## src/rtl/fcr_pkg.sv

```systemverilog
package fcr_pkg;

    // Width of the frame byte counter and the frame length register
    localparam int unsigned LengthBits = 24;

    localparam logic [7:0] MarkerFirst  = 8'hff;
    localparam logic [7:0] MarkerSecond = 8'hd9;
    localparam logic [LengthBits:0] TrailerBytes = (LengthBits + 1)'(4);

    localparam logic [LengthBits-1:0] FrameLengthReset = LengthBits'(2052);

    // One verdict, as it leaves the block
    typedef struct packed {
        logic                  checksum_ok;
        logic [31:0]           computed_sum;
        logic [31:0]           received_sum;
        logic [LengthBits-1:0] marker_end_length;
    } t_verdict;

endpackage

```

## src/rtl/fcr_frame.sv

```systemverilog
module fcr_frame
    import fcr_pkg::*;
(
    input  logic                  i_clk,
    input  logic                  i_rst_n,
    input  logic                  i_accept,
    input  logic [7:0]            i_rx_byte,
    input  logic [LengthBits-1:0] i_frame_length,
    output logic                  o_result_valid,
    output t_verdict              o_result
);

    logic [LengthBits-1:0] r_byte_index, n_byte_index;
    logic [31:0]           r_running_sum, n_running_sum;
    logic [31:0]           r_trailer_shift, n_trailer_shift;
    logic [7:0]            r_previous_byte, n_previous_byte;
    logic                  r_previous_valid, n_previous_valid;
    logic [LengthBits-1:0] r_marker_length, n_marker_length;

    logic [LengthBits:0]   idx_ext;
    logic [LengthBits:0]   count;
    logic [LengthBits:0]   flen_ext;
    logic                  is_payload;
    logic                  marker_hit;
    logic                  last_beat;
    logic [31:0]           sum_upd;
    logic [31:0]           trailer_upd;
    logic [LengthBits-1:0] marker_upd;

    // Per-beat update of the frame state
    always_comb begin
        idx_ext     = {1'b0, r_byte_index};
        flen_ext    = {1'b0, i_frame_length};
        count       = idx_ext + (LengthBits + 1)'(1);
        is_payload  = (idx_ext + TrailerBytes) < flen_ext;
        marker_hit  = r_previous_valid && (r_previous_byte == MarkerFirst)
                      && (i_rx_byte == MarkerSecond);
        last_beat   = count >= flen_ext;
        sum_upd     = is_payload ? (r_running_sum + {24'd0, i_rx_byte}) : r_running_sum;
        trailer_upd = {r_trailer_shift[23:0], i_rx_byte};
        marker_upd  = marker_hit ? count[LengthBits-1:0] : r_marker_length;
    end

    // Verdict for the closing beat of a frame
    always_comb begin
        o_result_valid             = i_accept && last_beat;
        o_result.checksum_ok       = (trailer_upd == sum_upd);
        o_result.computed_sum      = sum_upd;
        o_result.received_sum      = trailer_upd;
        o_result.marker_end_length = marker_upd;
    end

    // Next state: advance, or clear after the closing beat
    always_comb begin
        n_byte_index     = r_byte_index;
        n_running_sum    = r_running_sum;
        n_trailer_shift  = r_trailer_shift;
        n_previous_byte  = r_previous_byte;
        n_previous_valid = r_previous_valid;
        n_marker_length  = r_marker_length;
        if (i_accept) begin
            if (last_beat) begin
                n_byte_index     = '0;
                n_running_sum    = '0;
                n_trailer_shift  = '0;
                n_previous_byte  = '0;
                n_previous_valid = 1'b0;
                n_marker_length  = '0;
            end else begin
                n_byte_index     = count[LengthBits-1:0];
                n_running_sum    = sum_upd;
                n_trailer_shift  = trailer_upd;
                n_previous_byte  = i_rx_byte;
                n_previous_valid = 1'b1;
                n_marker_length  = marker_upd;
            end
        end
    end

    always_ff @(posedge i_clk) begin
        if (!i_rst_n) begin
            r_byte_index     <= '0;
            r_running_sum    <= '0;
            r_trailer_shift  <= '0;
            r_previous_byte  <= '0;
            r_previous_valid <= 1'b0;
            r_marker_length  <= '0;
        end else begin
            r_byte_index     <= n_byte_index;
            r_running_sum    <= n_running_sum;
            r_trailer_shift  <= n_trailer_shift;
            r_previous_byte  <= n_previous_byte;
            r_previous_valid <= n_previous_valid;
            r_marker_length  <= n_marker_length;
        end
    end

endmodule

```

## src/rtl/fcr_out_buf.sv

```systemverilog
module fcr_out_buf
    import fcr_pkg::*;
(
    input  logic     i_clk,
    input  logic     i_rst_n,
    input  logic     i_push,
    input  t_verdict i_data,
    input  logic     i_stall,
    output logic     o_valid,
    output logic     o_full,
    output t_verdict o_data
);

    logic     r_out_valid, n_out_valid;
    logic     r_skid_valid, n_skid_valid;
    t_verdict r_out, n_out;
    t_verdict r_skid, n_skid;
    logic     take;

    // Output register with one skid entry behind it
    always_comb begin
        take         = r_out_valid && !i_stall;
        n_out_valid  = r_out_valid;
        n_skid_valid = r_skid_valid;
        n_out        = r_out;
        n_skid       = r_skid;
        if (r_skid_valid) begin
            if (take) begin
                n_out        = r_skid;
                n_skid_valid = 1'b0;
            end
        end else if (i_push) begin
            if (!r_out_valid || take) begin
                n_out       = i_data;
                n_out_valid = 1'b1;
            end else begin
                n_skid       = i_data;
                n_skid_valid = 1'b1;
            end
        end else if (take) begin
            n_out_valid = 1'b0;
        end
    end

    always_ff @(posedge i_clk) begin
        if (!i_rst_n) begin
            r_out_valid  <= 1'b0;
            r_skid_valid <= 1'b0;
        end else begin
            r_out_valid  <= n_out_valid;
            r_skid_valid <= n_skid_valid;
        end
        r_out  <= n_out;
        r_skid <= n_skid;
    end

    assign o_valid = r_out_valid;
    assign o_full  = r_skid_valid;
    assign o_data  = r_out;

endmodule

```

## src/rtl/frame_checksum_receiver_core.sv

```systemverilog
// Frame checksum receiver: sums payload bytes of a frame and checks the sum
// against the four-byte big-endian trailer that closes the frame.
//
// Input channel (i_valid / o_stall / i_rx_byte): one byte per beat. A byte is
// taken on a rising edge with i_valid high and o_stall low.
// Output channel (o_valid / i_stall / verdict fields): one verdict beat for
// the last byte of every frame, taken on an edge with o_valid high and
// i_stall low. Other bytes give no beat.
// Config channel (i_cfg_valid / o_cfg_ready / i_cfg_frame_length): sets the
// total frame length, trailer included. Always ready; write only when idle.
//
// Throughput: one byte per cycle while o_stall is low. The verdict is registered
// into the output register, or into the skid entry while that is held; the byte
// state update and the 32-bit sum and compare are combinational ahead of it.
// When the receiver stalls, one more verdict is held in a skid entry; once
// that is full, o_stall rises until the output register drains.
// Reset clears the frame state and output buffer, frame length becomes 2052.
module frame_checksum_receiver_core
    import fcr_pkg::*;
(
    input  logic                  i_clk,
    input  logic                  i_rst_n,
    input  logic                  i_valid,
    output logic                  o_stall,
    input  logic [7:0]            i_rx_byte,
    output logic                  o_valid,
    input  logic                  i_stall,
    output logic                  o_checksum_ok,
    output logic [31:0]           o_computed_sum,
    output logic [31:0]           o_received_sum,
    output logic [LengthBits-1:0] o_marker_end_length,
    input  logic                  i_cfg_valid,
    output logic                  o_cfg_ready,
    input  logic [LengthBits-1:0] i_cfg_frame_length
);

    logic [LengthBits-1:0] r_frame_length;
    logic                  accept;
    logic                  result_valid;
    logic                  buf_full;
    t_verdict              result;
    t_verdict              out_data;

    assign o_cfg_ready = 1'b1;
    assign o_stall     = buf_full;
    assign accept      = i_valid && !buf_full;

    // Frame length register
    always_ff @(posedge i_clk) begin
        if (!i_rst_n) begin
            r_frame_length <= FrameLengthReset;
        end else if (i_cfg_valid && o_cfg_ready) begin
            r_frame_length <= i_cfg_frame_length;
        end
    end

    fcr_frame u_frame (
        .i_clk          (i_clk),
        .i_rst_n        (i_rst_n),
        .i_accept       (accept),
        .i_rx_byte      (i_rx_byte),
        .i_frame_length (r_frame_length),
        .o_result_valid (result_valid),
        .o_result       (result)
    );

    fcr_out_buf u_out_buf (
        .i_clk   (i_clk),
        .i_rst_n (i_rst_n),
        .i_push  (result_valid),
        .i_data  (result),
        .i_stall (i_stall),
        .o_valid (o_valid),
        .o_full  (buf_full),
        .o_data  (out_data)
    );

    assign o_checksum_ok       = out_data.checksum_ok;
    assign o_computed_sum      = out_data.computed_sum;
    assign o_received_sum      = out_data.received_sum;
    assign o_marker_end_length = out_data.marker_end_length;

endmodule

```

## config.mk

```make
export PLATFORM = sky130hd
export DESIGN_NAME = frame_checksum_receiver_core
export DESIGN_NICKNAME = d
export VERILOG_FILES = /design/src/rtl/fcr_pkg.sv /design/src/rtl/fcr_frame.sv /design/src/rtl/fcr_out_buf.sv /design/src/rtl/frame_checksum_receiver_core.sv
export SDC_FILE = /design/constraint.sdc
export NUM_CORES = 1
export LEC_CHECK = 0
export BUFFER_PORTS_ARGS = -buffer_cell sky130_fd_sc_hd__buf_2
export CORE_MARGIN = 1
export CORE_UTILIZATION = 50
export DETAILED_ROUTE_END_ITERATION = 6
export PLACE_DENSITY_LB_ADDON = 0.05
export SYNTH_ARGS = -nofsm -noshare
export SYNTH_HDL_FRONTEND = slang
export SYNTH_SLANG_ARGS = --single-unit
```

## constraint.sdc

```tcl
create_clock -name i_clk -period 12.85 [get_ports i_clk]
set_input_delay 1.285 -clock i_clk [delete_from_list [all_inputs] [get_ports i_clk]]
set_output_delay 1.285 -clock i_clk [all_outputs]
set_load 0.02 [all_outputs]
```

==> summary.txt, run 1 <==
Clock network
  • Hold-fix buffers, CTS: 0
  • CTS tree: built
  • Root Buffer Master: sky130_fd_sc_hd__clkbuf_16
  • Post_cts resized: 0
  • Setup repair bufs after CTS: 0
  • Maximum buffer depth of the clock tree: 3
  • Clock transition at the register clock pins on the worst setup and hold paths after CTS: 60 ps
  • Number of buffers created by CTS: 35
  • H-tree depth: 2
  • Clk Latency, worst-skew pair: approximately 510 ps
  • Number of clock sinks: between 300 and 400

STA
  • Headroom to the max-slew limit: 0.342
  • Final number of max-transition violations: 0
  • Highest clock frequency the design can meet: roughly 170 MHz
  • Clock tree skew after final layout: 17.0 ps
  • Hold slack final: between 400 and 500 ps
  • Ratio of final minimum period to clock period: 0.459
  • # setup viols final: 0
  • Minimum clock period after layout: slightly below 6000 ps
  • Transition at the pin with the smallest max-transition slack: 983 ps
  • Endpoints failing hold: 0
  • Final-layout setup total negative slack: 0 ps
  • Unrepaired setup endpoints after global routing: false

Drt
  • Wirelength per Cell: around 20 µm
  • Number of design rule violations left after detail routing: 0
  • Number of design-rule violations left by the first detailed-router iteration: 770
  • Vias after detailed routing: about 12000
  • Drt pass-1 iters: 5
  • Avg Vias per Cell: a little under 6
  • Post-detailed-route count of antenna-violating nets: 0
  • Total routed wirelength: slightly above 40 mm

Setup path
  • Reg-to-reg critical path endpoint: u_out_buf.o_data[65]
  • Worst reg2reg setup slack: a little under 7000 ps
  • Critical path startpoint: u_frame.r_byte_index[4]
  • Critical path data required time: approximately 13000 ps
  • Category of the critical setup timing path: reg -> reg
  • Crit Path Max Fanout: 61
  • Arrival time worst endpoint: 6040 ps
  • Cell depth of the worst flop-to-flop path: 19
  • Worst setup path endpoint: u_out_buf.o_data[65]
  • Beginning of the worst register-to-register path: u_frame.r_byte_index[4]
  • Category of the worst setup path launch point: flip-flop
  • Crit. End Element: flip-flop

Placed design
  • Final HPWL DP: roughly 28 mm
  • Routability cong.: approximately 0.91
  • Count of input and output buffers: between 100 and 150

Synthesis
  • Library cells used by synthesis: 77
  • Cell type with the highest aggregate area in the netlist: sky130_fd_sc_hd__edfxtp_1
  • Post-Synthesis Net Count: roughly 1600
  • Share of flip-flops with an asynchronous set or reset after synthesis: 0
  • #FFs+latches synth: slightly above 300
  • Ys flop type: sky130_fd_sc_hd__edfxtp_1
  • Average size of a mapped cell: around 10 µm²
  • Number of flops mapped to enable cells by yosys: between 150 and 200
  • Total standard cell area after synthesis: about 16000 µm²
  • Number of warnings printed during yosys synthesis: 0
  • Cell count after synthesis: around 1500
  • Area share of the leading cell type in the synthesized netlist: 0.342
  • Largest cells by area after synthesis: sky130_fd_sc_hd__edfxtp_1 34%, sky130_fd_sc_hd__dfxtp_1 17%, sky130_fd_sc_hd__mux2_2 4.7%
  • Sequential share of the synthesized area: 0.509

Layout
  • Final core utilization: 0.573
  • Layout Area Growth over Synthesis: 12.2%
  • Final Net Count: 1714
  • Fraction of layout instances using a drive strength above 1: 0.168
  • Number of diodes: 0
  • Fillcell total: 2671

Power
  • Cell Pwr Density: between 100 and 150 nW/µm²
  • Leakage dissipation: 6.92 nW
  • Max VDD drop: 0.101 mV

Run status
  • Outcome: finished, final reports clean

Global route
  • Global-route met1 utilization: 0.393
  • Pin count of the biggest net entering global routing: between 70 and 80
  • Number of antenna violations at the first check in global routing: 0
  • Met3 layer usage reported by global route: 0.0356
  • Vias in the first global route: 11100
  • Met2 usage: 0.395
  • Overall Global Routing Usage: 0.260
  • Layer with the highest usage after global routing: met2
  • Overall overflow remaining after global route: 0
  • Wire length of the first global-routing pass: about 64 mm

Die
  • Starting Density: 0.510
  • Die Area: 32000 µm²
  • Core ar.: roughly 31000 µm²
  • Die outline height: 179 µm
  • Number of top-level design ports: between 100 and 150
  • # rows: 64
  • Die Wd: 179 µm

Hold path
  • Worst Hold Class: reg -> reg

Job
  • Max-cap viol count: 0
==> final cells by class <==
type | count | area [µm²] | area share
inverters | 66 | 249 | 0.0142
repair buffers | 141 | 741 | 0.0422
well taps | 396 | 495 | 0.0282
flip-flops and latches | 309 | 7970 | 0.454
multi-input cells | 1065 | 7040 | 0.401
clock buffers | 51 | 976 | 0.0556
clock inverters | 11 | 88.8 | 0.00506
==> how the worst min path moves through the flow <==
stage,start,endpoint,cells after the start
2_1_floorplan,u_frame.r_trailer_shift[7],u_out_buf.r_skid[39],0
3_3_place_gp,u_frame.r_marker_length[0],u_frame.r_marker_length[0],2
3_5_place_dp,u_frame.r_marker_length[10],u_frame.r_marker_length[10],2
4_1_cts,u_frame.r_marker_length[10],u_frame.r_marker_length[10],2
5_1_grt,u_frame.r_marker_length[18],u_frame.r_marker_length[18],2
6_report,u_frame.r_marker_length[0],u_frame.r_marker_length[0],2
==> placed cells by master, fill, tap and decap left out, types with 15 or more instances in the layout <==
cell type / instances
sky130_fd_sc_hd__nand4_1: 28
sky130_fd_sc_hd__buf_2: 127
sky130_fd_sc_hd__nand2_1: 196
sky130_fd_sc_hd__mux2_2: 66
sky130_fd_sc_hd__xnor2_1: 40
sky130_fd_sc_hd__a21oi_1: 115
sky130_fd_sc_hd__clkbuf_16: 35
sky130_fd_sc_hd__o21ai_0: 58
sky130_fd_sc_hd__xor2_1: 52
sky130_fd_sc_hd__nor3_1: 25
sky130_fd_sc_hd__nor2_1: 70
sky130_fd_sc_hd__inv_1: 64
sky130_fd_sc_hd__ha_1: 58
sky130_fd_sc_hd__dfxtp_1: 130
sky130_fd_sc_hd__nor4_1: 15
sky130_fd_sc_hd__mux2i_1: 45
sky130_fd_sc_hd__edfxtp_1: 178
sky130_fd_sc_hd__nand3_1: 112
==> where the power goes <==
| part | switching [mW] | internal (mW) |
|---|---|---|
| Combinational | 0.102 | 0.0651 |
| Clock | 0.396 | 0.548 |
| Sequential | 0.0154 | 1.05 |
==> flip-flops by register name, summed over array words and instances (netlist names), 7 cells and up <==
register	cells
r_frame_length	24
u_frame.r_byte_index	24
u_frame.r_marker_length	24
u_frame.r_previous_byte	7
u_frame.r_running_sum	32
u_frame.r_trailer_shift	17
u_out_buf.o_data	89
u_out_buf.r_skid	89
==> through the flow <==
stage	setup slack (ps)	power (mW)	instance area, µm²	cells
3_3_place_gp	7080	1.25	16500	1977
2_1_floorplan	2460	1.20	15700	1546
4_1_cts	6870	2.20	17600	2039
5_1_grt	6400	2.25	17600	2039
6_report	6950	2.18	17600	2039
3_5_place_dp	6870	1.26	16500	1977
==> metal layers <==
| metal | vias to the layer above | wire length, µm | part of all wire |
|---|---|---|---|
| met4 | 0 | 668 | 0.016 |
| met5 | - | 0 | 0 |
| met2 | 357 | 18000 | 0.44 |
| met3 | 50 | 2410 | 0.058 |
| li1 | 5724 | - | - |
| met1 | 5698 | 20200 | 0.49 |
==> logic make-up after synthesis <==
group,count (synthesis),share of synthesized area
compound gates,264,0.103
xor+xnor,94,0.0540
buf+inv,172,0.0437
simple gates,536,0.166
mux,111,0.0763
other cells,1,0.000240
fa+ha+maj,59,0.0476
flops,309,0.509
==> synth_stat cells (all sizes together), types with 29 or more instances <==
cell type	number
o21ai	58
mux2	66
dfxtp	131
a21oi	116
xor2	52
nand4	29
ha	58
inv	66
buf	33
clkbuf	73
nand3	113
xnor2	41
nand2	196
mux2i	45
edfxtp	178
nor2	71
==> critical path, cell delays in order (launching register included) <==
cell                       delay, ps
sky130_fd_sc_hd__dfxtp_1         460
sky130_fd_sc_hd__nand3_1         230
sky130_fd_sc_hd__nor2_1          230
sky130_fd_sc_hd__nand3_1         320
sky130_fd_sc_hd__or2_2           480
sky130_fd_sc_hd__nor2_1          280
sky130_fd_sc_hd__xor2_1          180
sky130_fd_sc_hd__ha_1            320
sky130_fd_sc_hd__and4_1          210
sky130_fd_sc_hd__nand4_1         100
sky130_fd_sc_hd__nor2_1          190
sky130_fd_sc_hd__o21ai_0         120
sky130_fd_sc_hd__a21o_1          190
sky130_fd_sc_hd__a21oi_1         260
sky130_fd_sc_hd__nand2b_1        150
sky130_fd_sc_hd__buf_4           260
sky130_fd_sc_hd__nand2_1         210
sky130_fd_sc_hd__a21boi_4        160
sky130_fd_sc_hd__buf_4           420
sky130_fd_sc_hd__buf_4           710
No activity file was read; power rests on OpenSTA's default activity.
==> run 2, diff against run 1 <==
==> constraint.sdc (replaced) <==
create_clock -name i_clk -period 5.8 [get_ports i_clk]
set_input_delay 0.58 -clock i_clk [delete_from_list [all_inputs] [get_ports i_clk]]
set_output_delay 0.58 -clock i_clk [all_outputs]
set_load 0.02 [all_outputs]
==> summary.txt, run 2 (synthesis results as in run 1) <==
Hold path
  • End point of the worst hold path: r_frame_length[11] (was u_frame.r_marker_length[0])
  • Hold Path Origin: i_cfg_frame_length[11] (was u_frame.r_marker_length[0])
  • Hold path depth: 3 (was 2)
  • Worst Hold Class: in -> reg (was reg -> reg)

Die
  • Die Wd: 179 µm (unchanged)
  • Starting Density: 0.510 (unchanged)
  • # rows: 64 (unchanged)
  • Die Area: 32000 µm² (unchanged)
  • Core ar.: 30700 µm² (unchanged)
  • Die outline height: 179 µm (unchanged)
  • Number of top-level design ports: 129 (unchanged)

Setup path
  • Critical path data required time: 6140 ps (was 12990 ps)
  • Critical-path cell list: ha_1 -> nand3_4 -> nor4_4 -> nand3_1 -> nor2_1 -> nand3_1 -> nor2_1 -> xor2_1 -> ha_1 -> nand3_1 -> o221ai_1 -> a41oi_1 -> and3_2 -> nand4_2 -> xnor2_2 -> xor2_1 -> a2111o_1 -> or4_4 -> o41ai_2 (was nand3_1 -> nor2_1 -> nand3_1 -> or2_2 -> nor2_1 -> xor2_1 -> ha_1 -> and4_1 -> nand4_1 -> nor2_1 -> o21ai_0 -> a21o_1 -> a21oi_1 -> nand2b_1 -> buf_4 -> nand2_1 -> a21boi_4 -> buf_4 -> buf_4)
  • Largest stage delay, worst path: 500 ps (was 710 ps)
  • Reg-to-reg critical path endpoint: u_out_buf.o_data[88] (was u_out_buf.o_data[65])
  • Worst reg2reg setup slack: 510 ps (was 6950 ps)
  • Crit Path Max Fanout: 10 (was 61)
  • Crit. End Element: flip-flop (unchanged)
  • Category of the critical setup timing path: reg -> reg (unchanged)
  • CP bufs+invs: 0 (was 3)
  • Cell depth of the worst flop-to-flop path: 19 (unchanged)
  • Cell type with the highest occurrence count on the critical path: sky130_fd_sc_hd__nand3_1
  • Beginning of the worst register-to-register path: u_frame.r_byte_index[2] (was u_frame.r_byte_index[4])
  • Arrival time worst endpoint: 5620 ps (was 6040 ps)
  • Family of cells with the greatest summed delay on the critical path: simple AND/OR/NAND/NOR gates (unchanged)
  • Category of the worst setup path launch point: flip-flop (unchanged)
  • Slowest cell on the critical path: sky130_fd_sc_hd__or4_4 (was sky130_fd_sc_hd__buf_4)

Clock network
  • Number of clock sinks: 309 (unchanged)
  • Clock transition at the register clock pins on the worst setup and hold paths after CTS: 70 ps (was 60 ps)
  • Root Buffer Master: sky130_fd_sc_hd__clkbuf_16 (unchanged)
  • Clk Latency, worst-skew pair: 520 ps (was 510 ps)
  • Maximum buffer depth of the clock tree: 3 (unchanged)
  • CTS tree: built (unchanged)
  • H-tree depth: 2 (unchanged)
  • Number of buffers created by CTS: 35 (unchanged)

Power
  • Cell Pwr Density: 277 nW/µm² (was 124 nW/µm²)
  • Total design power: 4.96 mW (was 2.18 mW)
  • Max VDD drop: 0.215 mV (was 0.101 mV)
  • Leakage dissipation: 7.06 nW (was 6.92 nW)

Global route
  • Vias in the first global route: 11400 (was 11100)
  • Overall overflow remaining after global route: 0 (unchanged)
  • Met2 usage: 0.398 (was 0.395)
  • Number of antenna violations at the first check in global routing: 0 (unchanged)
  • Overall Global Routing Usage: 0.268 (was 0.260)
  • Met3 layer usage reported by global route: 0.0312 (was 0.0356)
  • Pin count of the biggest net entering global routing: 90 (was 74)
  • Layer with the highest usage after global routing: met1 (was met2)
  • Global-route met1 utilization: 0.405 (was 0.393)
  • Wire length of the first global-routing pass: 65.6 mm (was 64.1 mm)

Drt
  • Wirelength per Cell: 20.4 µm (was 20.3 µm)
  • Number of design rule violations left after detail routing: 0 (unchanged)
  • Number of design-rule violations left by the first detailed-router iteration: 854 (was 770)
  • Vias after detailed routing: 11900 (was 11800)
  • Post-detailed-route count of antenna-violating nets: 0 (unchanged)
  • Drt pass-1 iters: 5 (unchanged)
  • Avg Vias per Cell: 5.78 (was 5.80)
  • Total routed wirelength: 41.9 mm (was 41.3 mm)

Layout
  • Fin cells: 2054 (was 2039)
  • Fraction of layout instances using a drive strength above 1: 0.184 (was 0.168)
  • Number of diodes: 0 (unchanged)
  • Sequential cell area: 7970 µm² (unchanged)
  • Commonest non-fill, non-tap cells in the layout: 196 x sky130_fd_sc_hd__nand2_1, 178 x sky130_fd_sc_hd__edfxtp_1, 130 x sky130_fd_sc_hd__dfxtp_1 (unchanged)
  • Commonest non-fill, non-tap cell in the layout: sky130_fd_sc_hd__nand2_1 (unchanged)
  • Fillcell total: 2692 (was 2671)
  • Layout Area Growth over Synthesis: 14.2% (was 12.2%)
  • Final Net Count: 1729 (was 1714)
  • Area occupied by multi-input gates: 7050 µm² (was 7040 µm²)

Run status
  • Outcome: finished, final reports clean (unchanged)

Placed design
  • Count of input and output buffers: 127 (unchanged)
  • Setup slack after placement: 371 ps (was 6870 ps)
  • Routability cong.: 0.922 (was 0.907)
  • Placed Cells: 1992 (was 1977)
  • Final HPWL DP: 28.5 mm (was 27.9 mm)

STA
  • Ratio of final minimum period to clock period: 0.912 (was 0.459)
  • Headroom to the max-slew limit: 0.259 (was 0.342)
  • Endpoints failing hold: 0 (unchanged)
  • Transition at the pin with the smallest max-transition slack: 1110 ps (was 983 ps)
  • # setup viols final: 0 (unchanged)
  • Minimum clock period after layout: 5290 ps (was 5900 ps)
  • Highest clock frequency the design can meet: 189 MHz (was 169 MHz)
  • Final number of max-transition violations: 0 (unchanged)
  • Minimum setup slack in the final design: 512 ps (was 6950 ps)
  • Final-layout setup total negative slack: 0 ps (unchanged)
  • Unrepaired setup endpoints after global routing: false (unchanged)
  • Clock tree skew after final layout: 20.6 ps (was 17.0 ps)

Job
  • Max-cap viol count: 0 (unchanged)
run 2: cell count changes in the layout (fill, tap and decap cells not counted), sizes merged:
cell      before  now
buf          141  156
bufinv         1    2
clkbuf        51   45
clkinvlp       1    3
clkinv         8   11
run 2: repair_timing:
action	in CTS	in global routing
setup endpoints to repair	0	1
gates resized for setup	0	3
hold buffers	0	0
setup buffers	0	0
run 2: cell type report:
class / instances / share of cell area
clock inverter: 17 / 0.00861
timing repair buffer: 156 / 0.0526
multi-input combinational: 1065 / 0.395
tap: 396 / 0.0277
clock buffer: 45 / 0.0563
inverter: 66 / 0.0139
sequential: 309 / 0.446
run 2: worst max path at each step:
| stage | from | endpoint | slack [ps] | depth (start not counted) |
|---|---|---|---|---|
| after floorplan | u_frame.r_byte_index[4] | u_out_buf.o_data[0] | 380 | 18 |
| after CTS | u_frame.r_byte_index[2] | u_out_buf.o_data[88] | 360 | 19 |
| after detailed placement | u_frame.r_byte_index[2] | u_out_buf.o_data[88] | 370 | 19 |
| final | u_frame.r_byte_index[2] | u_out_buf.o_data[88] | 510 | 19 |
| after global placement | u_frame.r_byte_index[2] | u_out_buf.o_data[88] | 540 | 19 |
| after global routing | u_frame.r_byte_index[2] | u_out_buf.o_data[88] | 120 | 20 |
run 2: worst reg2reg max path, stage by stage (launching register included):
cell,delay (ps)
sky130_fd_sc_hd__dfxtp_1,470
sky130_fd_sc_hd__ha_1,300
sky130_fd_sc_hd__nand3_4,140
sky130_fd_sc_hd__nor4_4,260
sky130_fd_sc_hd__nand3_1,180
sky130_fd_sc_hd__nor2_1,290
sky130_fd_sc_hd__nand3_1,200
sky130_fd_sc_hd__nor2_1,160
sky130_fd_sc_hd__xor2_1,160
sky130_fd_sc_hd__ha_1,260
sky130_fd_sc_hd__nand3_1,160
sky130_fd_sc_hd__o221ai_1,180
sky130_fd_sc_hd__a41oi_1,230
sky130_fd_sc_hd__and3_2,430
sky130_fd_sc_hd__nand4_2,170
sky130_fd_sc_hd__xnor2_2,200
sky130_fd_sc_hd__xor2_1,150
sky130_fd_sc_hd__a2111o_1,370
sky130_fd_sc_hd__or4_4,500
sky130_fd_sc_hd__o41ai_2,320
run 2: per-stage QoR:
step | hold slack (ps) | utilization | area [µm²]
3_5_place_dp | 443 | 0.544 | 16700
2_1_floorplan | 406 | - | 15700
6_report | 289 | 0.583 | 17900
3_3_place_gp | 434 | 0.544 | 16700
5_1_grt | 312 | 0.583 | 17900
4_1_cts | 281 | 0.582 | 17900
run 2: metal layers:
layer	part of all wire	vias to the layer above
met2	0.43	367
met1	0.49	5687
li1	-	5738
met4	0.023	0
met5	0	-
met3	0.054	71
run 2: report_power, final:
part | switching (mW) | internal [mW] | leakage [nW] | total [mW]
combinational | 0.227 | 0.147 | 3.85 | 0.374
clock | 0.894 | 1.32 | 0.569 | 2.21
sequential | 0.0344 | 2.34 | 2.64 | 2.37
==> run 3, diff against run 2 <==
--- a/config.mk
+++ b/config.mk
@@ -10,6 +10,7 @@
 export CORE_UTILIZATION = 50
 export DETAILED_ROUTE_END_ITERATION = 6
 export PLACE_DENSITY_LB_ADDON = 0.05
+export RECOVER_POWER = 50
 export SYNTH_ARGS = -nofsm -noshare
 export SYNTH_HDL_FRONTEND = slang
 export SYNTH_SLANG_ARGS = --single-unit
==> summary.txt, run 3 (synthesis results as in run 1) <==
Run status
  • Outcome: finished with violations (was finished, final reports clean)
  • Failing checks: DRC, capacitance limit, slew limit

Placed design
  • Final HPWL DP: 28.5 mm (unchanged)
  • Count of input and output buffers: 127 (unchanged)
  • Instance area at placement: 16700 µm² (unchanged)
  • Routability cong.: 0.922 (unchanged)

Power
  • Max VDD drop: 0.214 mV (was 0.215 mV)
  • Flop pwr share: 0.478 (about the same)
  • Internal power consumption: 3.80 mW (about the same)
  • Portion of total power attributed to combinational logic: 0.075 (about the same)
  • Portion of total power attributed to the clock network: 0.447 (about the same)
  • Cell Pwr Density: 280 nW/µm² (was 277 nW/µm²)
  • Leakage dissipation: 6.74 nW (was 7.06 nW)
  • Power dissipated by switching net loads: 1.16 mW (was 1.15 mW)
  • Switching share of power: 0.233 (about the same)

Setup path
  • Crit Path Max Fanout: 10 (unchanged)
  • Category of the worst setup path launch point: flip-flop (unchanged)
  • Category of the critical setup timing path: reg -> reg (unchanged)
  • Cell depth of the worst flop-to-flop path: 19 (unchanged)
  • Worst reg2reg setup slack: 470 ps (was 510 ps)
  • Crit. End Element: flip-flop (unchanged)
  • Arrival time worst endpoint: 5650 ps (was 5620 ps)
  • Critical path data required time: 6120 ps (was 6140 ps)

STA
  • # setup viols final: 0 (unchanged)
  • Ratio of final minimum period to clock period: 0.919 (was 0.912)
  • Final-layout setup total negative slack: 0 ps (unchanged)
  • Highest clock frequency the design can meet: 188 MHz (was 189 MHz)
  • Endpoints failing hold: 0 (unchanged)
  • Final number of max-transition violations: 179 (was 0)
  • Hold slack final: 288 ps (was 289 ps)
  • Headroom to the max-slew limit: -0.402 (was 0.259)
  • Unrepaired setup endpoints after global routing: false (unchanged)
  • Transition at the pin with the smallest max-transition slack: 2100 ps (was 1110 ps)
  • Minimum clock period after layout: 5330 ps (was 5290 ps)
  • Clock tree skew after final layout: 18.3 ps (was 20.6 ps)

Drt
  • Avg Vias per Cell: 5.79 (was 5.78)
  • Vias after detailed routing: 11900 (about the same)
  • Total routed wirelength: 42.1 mm (was 41.9 mm)
  • Wirelength per Cell: 20.5 µm (was 20.4 µm)
  • Number of design-rule violations left by the first detailed-router iteration: 858 (was 854)
  • Number of design rule violations left after detail routing: 1 (was 0)
  • Post-detailed-route count of antenna-violating nets: 0 (unchanged)
  • Drt pass-1 iters: 7 (was 5)

Layout
  • Final Net Count: 1729 (unchanged)
  • Commonest non-fill, non-tap cells in the layout: 196 x sky130_fd_sc_hd__nand2_1, 178 x sky130_fd_sc_hd__edfxtp_1, 131 x sky130_fd_sc_hd__dfxtp_1 (was 196 x sky130_fd_sc_hd__nand2_1, 178 x sky130_fd_sc_hd__edfxtp_1, 130 x sky130_fd_sc_hd__dfxtp_1)
  • Number of diodes: 0 (unchanged)
  • Fraction of layout instances using a drive strength above 1: 0.112 (was 0.184)
  • Final design area excluding fillers: 17700 µm² (was 17900 µm²)
  • Layout Area Growth over Synthesis: 13.1% (was 14.2%)
  • Commonest non-fill, non-tap cell in the layout: sky130_fd_sc_hd__nand2_1 (unchanged)
  • Fillcell total: 2748 (was 2692)

Global route
  • Vias in the first global route: 11400 (unchanged)
  • Number of antenna violations at the first check in global routing: 0 (unchanged)
  • Overall Global Routing Usage: 0.268 (unchanged)
  • Wire length of the first global-routing pass: 65.6 mm (unchanged)
  • Overall overflow remaining after global route: 0 (unchanged)
  • Pin count of the biggest net entering global routing: 90 (unchanged)

Hold path
  • Worst Hold Class: in -> reg (unchanged)
  • Hold path depth: 3 (unchanged)

Clock network
  • Root Buffer Master: sky130_fd_sc_hd__clkbuf_16 (unchanged)
  • Clock transition at the register clock pins on the worst setup and hold paths after CTS: 70 ps (about the same)
  • H-tree depth: 2 (unchanged)
  • Maximum buffer depth of the clock tree: 3 (unchanged)
  • Clk Latency, worst-skew pair: 520 ps (about the same)
  • Setup repair bufs after CTS: 0 (unchanged)
  • Number of buffers created by CTS: 35 (unchanged)
  • Number of clock sinks: 309 (unchanged)
  • CTS tree: built (unchanged)

Job
  • Max-cap viol count: 4 (was 0)

Die
  • Number of top-level design ports: 129 (unchanged)
  • Starting Density: 0.510 (unchanged)
  • Core ar.: 30700 µm² (unchanged)
  • Die Wd: 179 µm (unchanged)
  • Die Area: 32000 µm² (unchanged)
  • # rows: 64 (unchanged)
  • Die outline height: 179 µm (unchanged)
## run 3: power by group through the flow
stage,Combinational (mW),Sequential (mW),Clock (mW)
2_1_floorplan,0.264,2.40,0
3_3_place_gp,0.367,2.42,0
3_5_place_dp,0.370,2.42,0
4_1_cts,0.372,2.37,2.25
5_1_grt,0.411,2.37,2.34
6_report,0.371,2.37,2.22
## run 3: cell type report
cell class | instances | area (µm²) | share of cell area
clock buffers | 45 | 1010 | 0.0568
clock inverters | 17 | 154 | 0.00869
inverters | 66 | 249 | 0.0141
multi-input cells | 1065 | 7040 | 0.398
flip-flops and latches | 309 | 7970 | 0.450
well taps | 396 | 495 | 0.0280
repair buffers | 156 | 788 | 0.0445
## run 3: path summary, 6_finish.rpt
path                                                  from                    endpoint
worst max-delay path               u_frame.r_byte_index[2]        u_out_buf.o_data[88]
worst min-delay path                i_cfg_frame_length[11]          r_frame_length[11]
worst max register to register     u_frame.r_byte_index[2]        u_out_buf.o_data[88]
worst min register to register  u_frame.r_marker_length[6]  u_frame.r_marker_length[6]
## run 3: worst max-delay path: stages (launching register included)
cell and delay (ps):
sky130_fd_sc_hd__dfxtp_1 470, sky130_fd_sc_hd__ha_1 300, sky130_fd_sc_hd__nand3_4 140, sky130_fd_sc_hd__nor4_4 260
sky130_fd_sc_hd__nand3_1 180, sky130_fd_sc_hd__nor2_1 280, sky130_fd_sc_hd__nand3_1 190, sky130_fd_sc_hd__nor2_1 160
sky130_fd_sc_hd__xor2_1 160, sky130_fd_sc_hd__ha_1 260, sky130_fd_sc_hd__nand3_1 160, sky130_fd_sc_hd__o221ai_1 180
sky130_fd_sc_hd__a41oi_1 230, sky130_fd_sc_hd__and3_2 430, sky130_fd_sc_hd__nand4_1 200, sky130_fd_sc_hd__xnor2_2 210
sky130_fd_sc_hd__xor2_1 150, sky130_fd_sc_hd__a2111o_1 370, sky130_fd_sc_hd__or4_4 500, sky130_fd_sc_hd__o41ai_2 320
## run 3: routing by layer
metal	track usage	up-vias	wire, µm
met5	0	-	0
met1	0.405	5713	20600
li1	-	5743	-
met2	0.398	374	18200
met4	0.0798	0	922
met3	0.0312	67	2350
## run 3: what timing repair did
| item | in CTS | in global routing |
|---|---|---|
| hold buffers | 0 | 0 |
| resized for setup | 0 | 3 |
| endpoints found under the setup margin | 0 | 1 |
| hold endpoints to repair | 0 | 0 |
## run 3: metrics by stage
step                      instances  worst slack, ps   util  power (mW)
after floorplan                1546              385      -        2.67
after global placement         1992              536  0.544        2.78
after detailed placement       1992              371  0.544        2.79
after CTS                      2054              363  0.582        4.99
after global routing           2054              105  0.577        5.12
final                          2054              468  0.577        4.96
